<file path="src/rtl/grmst_ram.sv">
// grmst_ram: generic single write port, single read port ram with registered read
// depends on nothing
module grmst_ram #(
  parameter int Width = 8,
  parameter int Depth = 16
) (
  input  logic                     clk_i,
  input  logic                     we_i,
  input  logic [$clog2(Depth)-1:0] waddr_i,
  input  logic [Width-1:0]         wdata_i,
  input  logic [$clog2(Depth)-1:0] raddr_i,
  output logic [Width-1:0]         rdata_o
);

  logic [Width-1:0] mem_q [Depth];
  logic [Width-1:0] rdata_q;

  // write port and registered read port
  always_ff @(posedge clk_i) begin
    if (we_i) begin
      mem_q[waddr_i] <= wdata_i;
    end
    rdata_q <= mem_q[raddr_i];
  end

  assign rdata_o = rdata_q;

endmodule

</file>
<file path="config.mk">
export PLATFORM = sky130hd
export DESIGN_NAME = grmst_ram
export DESIGN_NICKNAME = d
export VERILOG_FILES = /design/src/rtl/grmst_ram.sv
export SDC_FILE = /design/constraint.sdc
export NUM_CORES = 1
export LEC_CHECK = 0
export ABC_AREA = 1
export BUFFER_PORTS_ARGS = -buffer_cell sky130_fd_sc_hd__clkbuf_2
export CORE_MARGIN = 2
export CORE_UTILIZATION = 56
export DETAILED_ROUTE_END_ITERATION = 12
export HOLD_SLACK_MARGIN = 0.08
export PLACE_DENSITY = 0.77
export SLEW_MARGIN = 15
export SYNTH_ARGS = -nofsm -noshare
export SYNTH_HDL_FRONTEND = slang
export SYNTH_SLANG_ARGS = --single-unit
</file>
<file path="constraint.sdc">
create_clock -name clk_i -period 3.2 [get_ports clk_i]
set_input_delay 0.16 -clock clk_i [delete_from_list [all_inputs] [get_ports clk_i]]
set_output_delay 0.16 -clock clk_i [all_outputs]
set_load 0.01 [all_outputs]
</file>
-- Word-level counts from Yosys, hierarchy flattened
Memory sizes are Yosys's and may differ from the RTL's. A register that Yosys moved wholly into a read port is not among the register bits.
Index checks and enable logic that the tools add are counted.
- register bits after elaboration: 0
- bits in writable memories: 128
- output and inout port bits: 8
- memories kept: 1
- memory list (memory ; depth ; width ; read ports ; clocked after memory_dff ; write ports ; line ; text):
    mem_q ; 16 ; 8 ; 1 ; 1 ; 1 ; 15 ; logic [Width-1:0] mem_q [Depth];
- muxes and demuxes: 2
- operators by type and width (cell ; number):
    $mux 1 ; 2

-- Depth between registers and ports, before layout
Gate-level depths: netlist (run 1).
- depth in word-level cells: 2
- gate-level depth with buffers: 8

-- Worst setup path after synthesis (run 1)
No wires, ideal clock.
- kind: input to register
- from: input waddr_i[2]
- to: memory mem_q[10][0] (enable)
- library setup time: 0.370 ns
- arrival: 0.741 ns
- required time: 2.830 ns
- path slack: 2.089 ns
- stages: 2
- cell sequence: nand3b_1 > nor2_1
- RTL lines (item ; line ; text):
    start, declared ; 9 ; input logic [$clog2(Depth)-1:0] waddr_i,
    end, declared ; 15 ;
Straight into the memory's write port.

==> flow_summary.json, run 1 <==
{
  "drc": 0,
  "antenna_left": 0,
  "num_vias": 3837,
  "final-hold-violation-count": 0,
  "cts-resized-gates": 0,
  "cp_data_required_time_ps": 3600,
  "fp.dieW_um": 105,
  "p_switching_mw": 0.838,
  "cp_data_arrival_time_ps": 1680,
  "worstSetupPathType": "in -> reg",
  "clock_latency_ps": 530,
  "start_util_pct": 56.9,
  "holdWs_ps": 99.1,
  "diodes": 0,
  "syn-mean-instance-area_um2": 10.5,
  "leakagePower_nw": 2.79,
  "tns_ps": 0,
  "area_growth_pct": 11.6,
  "syn_inst": 551,
  "rsz0062_at_grt": "no",
  "p_sw_share_pct": 21.4,
  "cts-root-buf": "clkbuf_8",
  "worst_slew_pin_slew_ps": 1080,
  "io_pins": 26,
  "power_frac_comb_pct": 6.0,
  "totalWireLength_um": 12100,
  "seq_area_frac_synth_pct": 69.4,
  "maxSlewViolCount": 0,
  "io_buffers": 25,
  "grt_pass1_wl_um": 19200,
  "core_um2": 10100,
  "first_pass_iters": 7,
  "synth_seq_cells": 136,
  "via_per_inst": 5.31,
  "p_int_mw": 3.08,
  "cts_buffer_depth": 2,
  "setup.worst_path.start_class": "input port",
  "min_period_ps": 1280,
  "p_clk_share_pct": 43.0,
  "drive_gt1_share_pct": 9.03,
  "dp_hpwl_um": 6920,
  "fillCellCount": 755,
  "syn-cell-area_um2": 5770,
  "pwr-share-seq_pct": 51.1,
  "fmax_mhz": 780,
  "first_iter_violations": 517,
  "end_kind": "register",
  "cts_num_sinks": 136,
  "die_h_um": 105,
  "power_per_cell_area_nw_per_um2": 610,
  "finalCritPeriodShare_pct": 40.1,
  "die_area_um2": 11100,
  "track_usage_pct": 23.4,
  "p_total_mw": 3.92,
  "syn_nets": 569,
  "hp-class": "in -> reg",
  "num_rows": 37,
  "max_slew_margin_pct": 27.8,
  "cap_violations": 0,
  "outcome": "completed",
  "wl_per_cell_um": 16.8,
  "path_clk_slew_ps": 60,
  "grt_pass1_vias": 3752,
  "nets": 592,
  "final.setup_skew_ps": 13.2,
  "cts_tree": "built",
  "irDropWorstVdd_uv": 338,
  "mostFrequentLayoutCells": "173 x nand2_1, 128 x edfxtp_1, 100 x inv_1",
  "synth.distinct_cells": 12,
  "gp_congestion": 0.788,
  "h-tree-depth": 4,
  "worstPathMaxFanout": 64,
  "grt_max_degree": 65,
  "yosysWarnings": 0,
  "overflow": 0,
  "setup_viol": 0,
  "antenna_found_initial": 0,
  "final_common_cell": "nand2_1",
  "cts_buffers": 17
}
==> stage by stage <==
stage	utilization, %	setup WS [ps]	instance area [um2]	std cells
detailed placement	58.3	1420	5910	690
global route	63.5	1790	6430	723
floorplan	-	2090	5770	551
CTS	63.5	1960	6430	723
finish	63.5	1920	6430	723
global placement	58.3	1490	5910	690
==> layer usage <==
| layer | wire, um | up-vias | share of wire, % | track usage [%] |
|---|---|---|---|---|
| met3 | 997 | 40 | 8.2 | 6.43 |
| met5 | 0 | - | 0 | 0 |
| met1 | 4880 | 1794 | 40 | 30.7 |
| met2 | 5780 | 184 | 48 | 35.7 |
| met4 | 472 | 0 | 3.9 | 12.6 |
| li1 | - | 1819 | - | - |
==> worst max-delay path: stages <==
cell	delay [ps]
clkbuf_2	100
inv_2	770
nand2_1	120
nand3_1	140
nand3_1	130
nand3_1	150
nand2_1	100
==> power groups by stage <==
stage	sequential (mW)	clock [mW]	combinational, mW
after floorplan	2.04	0	0.140
after global placement	2.04	0	0.223
after detailed placement	2.04	0	0.229
after CTS	2.00	1.69	0.233
after global routing	2.01	1.77	0.259
final	2.00	1.69	0.234
==> final cells by class <==
| cell class | instances | area (um2) | area share (%) |
|---|---|---|---|
| Timing Repair Buffer | 28 | 150 | 2.33 |
| Sequential cell | 136 | 4000 | 62.2 |
| Tap cell | 136 | 170 | 2.64 |
| Inverter | 102 | 383 | 5.95 |
| Clock buffer | 28 | 495 | 7.70 |
| Clock inverter | 4 | 18.8 | 0.292 |
| Multi-Input combinational cell | 289 | 1210 | 18.9 |
==> registers in the layout, indices dropped and copies added (netlist names) <==
signal / flops
mem_q: 128
rdata_o: 8
==> cells by family (layout without fill, tap and decap cells) <==
| group | Yosys count | in the layout | synth area share, % |
|---|---|---|---|
| buffers and inverters | 126 | 162 | 9.52 |
| AND/OR/NAND/NOR | 289 | 289 | 21.0 |
| flip-flops | 136 | 136 | 69.4 |
==> Yosys cell counts <==
library cell | instances | area share (%)
nand3b_1 | 2 | 0.26
buf_2 | 13 | 1.1
nor2_1 | 17 | 1.1
buf_6 | 6 | 1.2
nand3_1 | 97 | 8.4
dfxtp_1 | 8 | 2.8
buf_4 | 4 | 0.52
inv_2 | 2 | 0.13
nand2_1 | 173 | 11
inv_1 | 100 | 6.5
buf_1 | 1 | 0.065
edfxtp_1 | 128 | 67
==> path summary, 6_finish.rpt <==
| check | start | endpoint | slack (ps) | cells past startpoint |
|---|---|---|---|---|
| hold / removal | wdata_i[7] | mem_q[13][7] | 100 | 1 |
| setup / recovery | raddr_i[0] | rdata_o[0] | 1920 | 7 |
| hold reg to reg | mem_q[12][2] | rdata_o[2] | 680 | 6 |
| setup reg to reg | mem_q[0][0] | rdata_o[0] | 2070 | 6 |
==> timing repair <==
| action | CTS | global route |
|---|---|---|
| buffers inserted | 0 | 0 |
| endpoints found under the hold margin | 5 | 0 |
| hold buffers | 1 | 0 |
Note: power is estimated with default switching activity, not from simulation.
==> run 2, diff against run 1 <==
==> constraint.sdc (replaced) <==
create_clock -name clk_i -period 1.3 [get_ports clk_i]
set_input_delay 0.065 -clock clk_i [delete_from_list [all_inputs] [get_ports clk_i]]
set_output_delay 0.065 -clock clk_i [all_outputs]
set_load 0.01 [all_outputs]
==> run 2 against run 1 <==
Effect of this change: critical path type unchanged; highest routed layer unchanged; largest power group unchanged; sequential power is 150% higher; non-clock buffer count rose by 33; routed wire length rose by 4.2%; die area stayed put; largest cell class unchanged; power grew to 2.6 times the previous value.
==> flow_summary.json, run 2 (synthesis gave the netlist of run 1 again) <==
{
  "fmax_mhz": 824,
  "nets": 625,
  "tns_ps": 0,
  "worstPathMaxFanout": 16,
  "wl_met2_um": 6130,
  "drive_gt1_share_pct": 13.5,
  "grt_pass1_vias": 3996,
  "dr_wl_met3_um": 919,
  "totalWireLength_um": 12600,
  "topRoutingLayerUsed": "met4",
  "cts_num_sinks": 136,
  "final.setup_skew_ps": 7.43,
  "register_area_um2": 4000,
  "overflow": 0,
  "die_area_um2": 11100,
  "irDropWorstVdd_uv": 1310,
  "power_frac_comb_pct": 6.3,
  "fillCellCount": 700,
  "antenna_left": 0,
  "holdWs_ps": 170,
  "max_slew_margin_pct": 59.1,
  "setup.worst_path.start_class": "input port",
  "largest_reg_flops": 128,
  "outcome": "completed",
  "io_buffers": 25,
  "h-tree-depth": 4,
  "p_switching_mw": 2.26,
  "cap_violations": 0,
  "final-hold-violation-count": 0,
  "area_growth_pct": 18.4,
  "min_period_ps": 1210,
  "worstSetupPathType": "in -> reg",
  "cts_buffer_depth": 2,
  "wl_per_cell_um": 16.7,
  "mostFrequentLayoutCells": "173 x nand2_1, 128 x edfxtp_1, 100 x inv_1",
  "post-route-util_pct": 67.4,
  "p_int_mw": 8.10,
  "end_kind": "register",
  "cts-root-buf": "clkbuf_8",
  "hp-class": "in -> reg",
  "setup_viol": 0,
  "num_rows": 37,
  "leakagePower_nw": 3.00,
  "cts_tree": "built",
  "core_um2": 10100,
  "worst_slew_pin_slew_ps": 613,
  "io_pins": 26,
  "antenna_found_initial": 0,
  "via_per_inst": 5.28,
  "cts_buffers": 17,
  "start_util_pct": 56.9,
  "post_cts_buffers": 0,
  "p_sw_share_pct": 21.9,
  "multiInputGateArea_um2": 1210,
  "cp_data_required_time_ps": 1710,
  "first_iter_violations": 418,
  "grt_pass1_wl_um": 20500,
  "rsz0062_at_grt": "no",
  "track_usage_pct": 24.9,
  "clock_latency_ps": 530,
  "dp_hpwl_um": 7710,
  "power_per_cell_area_nw_per_um2": 1520,
  "diodes": 0,
  "die_h_um": 105,
  "pwr-share-seq_pct": 47.6,
  "gp_congestion": 0.880,
  "top_register": "mem_q",
  "final_common_cell": "nand2_1",
  "maxSlewViolCount": 0,
  "p_clk_share_pct": 46.1,
  "finalCritPeriodShare_pct": 93.4,
  "cp_data_arrival_time_ps": 1630,
  "drc": 0,
  "drt-met1-wl_um": 5140,
  "num_vias": 3992,
  "grt_max_degree": 65,
  "first_pass_iters": 5,
  "fp.dieW_um": 105,
  "path_clk_slew_ps": 60,
  "p_total_mw": 10.4
}
## run 2: repair_timing
| item | 4_1_cts | 5_1_grt |
|---|---|---|
| endpoints found under the setup margin | 0 | 0 |
| endpoints found under the hold margin | 135 | 0 |
| gates resized for setup | 0 | 0 |
| hold buffers | 11 | 0 |
## run 2: stage by stage
step | instance area [um2] | setup WS, ps | std cells
after floorplan | 5770 | 284 | 551
after global placement | 6120 | 105 | 713
after detailed placement | 6120 | 85.4 | 713
after CTS | 6830 | 132 | 756
after global routing | 6830 | 41.5 | 756
final | 6830 | 85.8 | 756
## run 2: worst paths after layout
check	startpoint	end	slack (ps)	cells past startpoint
worst max register to register	mem_q[10][5]	rdata_o[5]	260	6
worst max-delay path	raddr_i[2]	rdata_o[5]	90	6
worst min register to register	mem_q[9][7]	rdata_o[7]	680	6
worst min-delay path	we_i	mem_q[3][4]	170	4
## run 2: final cells by class
type / count / share of cell area, %
flip-flops and latches: 136 / 58.6
clock buffers: 18 / 6.26
clock inverters: 14 / 2.51
inverters: 102 / 5.61
repair buffers: 61 / 6.74
multi-input cells: 289 / 17.8
well taps: 136 / 2.49
## run 2: power groups by stage
| stage | Clock (mW) | Combinational, mW | Sequential, mW |
|---|---|---|---|
| after floorplan | 0 | 0.346 | 5.03 |
| after global placement | 0 | 0.595 | 5.02 |
| after detailed placement | 0 | 0.615 | 5.02 |
| after CTS | 4.85 | 0.647 | 4.93 |
| after global routing | 5.00 | 0.714 | 4.94 |
| final | 4.78 | 0.648 | 4.93 |
## run 2: critical path: stages
cell and delay [ps]:
dlygate4sd3_1 530, clkbuf_2 120, inv_1 450, nand3_1 190, nand3_1 190, nand2_1 80
## run 2: metal layers
| metal | vias to the layer above | GRT usage (%) |
|---|---|---|
| met5 | - | 0 |
| met4 | 0 | 13.9 |
| met3 | 36 | 6.62 |
| met2 | 187 | 38.9 |
| met1 | 1882 | 31.7 |
| li1 | 1887 | - |
==> run 3, diff against run 2 <==
--- a/config.mk
+++ b/config.mk
@@ -12,6 +12,7 @@
 export DETAILED_ROUTE_END_ITERATION = 12
 export HOLD_SLACK_MARGIN = 0.08
 export PLACE_DENSITY = 0.77
+export RECOVER_POWER = 100
 export SLEW_MARGIN = 15
 export SYNTH_ARGS = -nofsm -noshare
 export SYNTH_HDL_FRONTEND = slang
==> run 3 against run 2 <==
Effect of this change: register-to-register slack barely moved; cell count did not move; count of clock-buffer cells in the layout did not move; clock power barely moved; core utilization fell by 0.85 points; setup slack improved by 9.9 ps; flip-flop and latch count did not move; clock skew fell by 2.6 ps; die area did not move; largest power group unchanged; highest routed layer unchanged.
==> flow_summary.json, run 3 (synthesis gave the netlist of run 1 again) <==
{
  "path_clk_slew_ps": 60,
  "dp_hpwl_um": 7710,
  "irDropWorstVdd_uv": 1320,
  "cp_data_required_time_ps": 1710,
  "drive_gt1_share_pct": 7.58,
  "power_frac_comb_pct": 6.1,
  "met1_usage_pct": 31.7,
  "pwr-share-seq_pct": 47.7,
  "first_iter_violations": 434,
  "final.setup_skew_ps": 4.84,
  "holdWs_ps": 251,
  "cap_violations": 0,
  "post-place-cells": 713,
  "max_slew_margin_pct": 38.5,
  "area_growth_pct": 16.9,
  "antenna_found_initial": 0,
  "setup.worst_path.start_class": "input port",
  "setup_viol": 0,
  "grt_pass1_vias": 3996,
  "post_cts_buffers": 0,
  "p_clk_share_pct": 46.2,
  "fp.dieW_um": 105,
  "nets": 625,
  "leakagePower_nw": 2.87,
  "grt_max_degree": 65,
  "stdcell_count": 756,
  "via_per_inst": 5.29,
  "maxSlewViolCount": 0,
  "cts_buffer_depth": 2,
  "cp_data_arrival_time_ps": 1610,
  "cts_tree": "built",
  "largest_reg_flops": 128,
  "hp-class": "in -> reg",
  "cts_buffers": 17,
  "drc": 0,
  "grt_pass1_wl_um": 20500,
  "die_area_um2": 11100,
  "track_usage_pct": 24.9,
  "tns_ps": 0,
  "h-tree-depth": 4,
  "top_register": "mem_q",
  "fmax_mhz": 830,
  "cts-root-buf": "clkbuf_8",
  "totalWireLength_um": 12600,
  "p_switching_mw": 2.26,
  "use_met3_pct": 6.62,
  "grtUsageMet2_pct": 38.9,
  "final-hold-violation-count": 0,
  "p_sw_share_pct": 21.9,
  "power_per_cell_area_nw_per_um2": 1530,
  "worstPathMaxFanout": 16,
  "diodes": 0,
  "final_common_cell": "nand2_1",
  "rsz0062_at_grt": "no",
  "min_period_ps": 1200,
  "busiest_layer": "met2",
  "start_util_pct": 56.9,
  "die_h_um": 105,
  "finalCritPeriodShare_pct": 92.6,
  "gp_congestion": 0.880,
  "mostFrequentLayoutCells": "173 x nand2_1, 128 x edfxtp_1, 100 x inv_1",
  "wl_per_cell_um": 16.7,
  "num_rows": 37,
  "p_int_mw": 8.08,
  "io_buffers": 25,
  "io_pins": 26,
  "clock_latency_ps": 520,
  "cts_num_sinks": 136,
  "worst_slew_pin_slew_ps": 923,
  "core_um2": 10100,
  "overflow": 0,
  "outcome": "completed",
  "end_kind": "register",
  "cts-resized-gates": 0,
  "num_vias": 4001,
  "first_pass_iters": 5,
  "antenna_left": 0,
  "worstSetupPathType": "in -> reg"
}
## run 3: cell types whose count changed in the layout (fill, tap and decap cells not counted)
cell and change:
buf_4 -16, clkbuf_2 -21, clkbuf_1 +37
## run 3: per-stage QoR
stage	util [%]	power, mW	worst slack (ps)	area [um2]
finish	66.5	10.3	95.7	6740
global route	66.5	10.6	38.6	6740
CTS	67.4	10.4	132	6830
detailed placement	60.4	5.64	85.4	6120
global placement	60.4	5.62	105	6120
floorplan	-	5.38	284	5770
## run 3: power groups by stage
| stage | registers, mW | clock network, mW | logic [mW] |
|---|---|---|---|
| 2_1_floorplan | 5.03 | 0 | 0.346 |
| 3_3_place_gp | 5.02 | 0 | 0.595 |
| 3_5_place_dp | 5.02 | 0 | 0.615 |
| 4_1_cts | 4.93 | 4.85 | 0.647 |
| 5_1_grt | 4.94 | 5.00 | 0.694 |
| 6_report | 4.93 | 4.78 | 0.628 |
## run 3: repair_timing
| item | CTS | global route |
|---|---|---|
| setup endpoints to repair | 0 | 0 |
| hold buffers | 11 | 0 |
| hold endpoints to repair | 135 | 0 |
## run 3: worst max-delay path, stage by stage
cell and delay (ps):
dlygate4sd3_1 530, clkbuf_1 110, inv_1 450, nand3_1 190, nand3_1 190, nand2_1 80
## run 3: metal layers
metal	up-vias	routed length [um]
met4	0	454
li1	1885	-
met2	214	6070
met1	1867	5030
met3	35	1060
met5	-	0
## run 3: layout make-up
| class | instances | area [um2] |
|---|---|---|
| Multi-Input combinational cell | 289 | 1210 |
| Sequential cell | 136 | 4000 |
| Timing Repair Buffer | 61 | 374 |
| Fill cell | 735 | 3390 |
| Clock inverter | 14 | 171 |
| Tap cell | 136 | 170 |
| Inverter | 102 | 383 |
| Clock buffer | 18 | 428 |
## run 3: worst paths after layout
check,from,endpoint,slack [ps],cells after the start
worst max-delay path,raddr_i[2],rdata_o[5],100,6
worst min-delay path,raddr_i[0],rdata_o[4],250,7
worst max register to register,mem_q[1][0],rdata_o[0],250,6
worst min register to register,mem_q[9][7],rdata_o[7],670,6
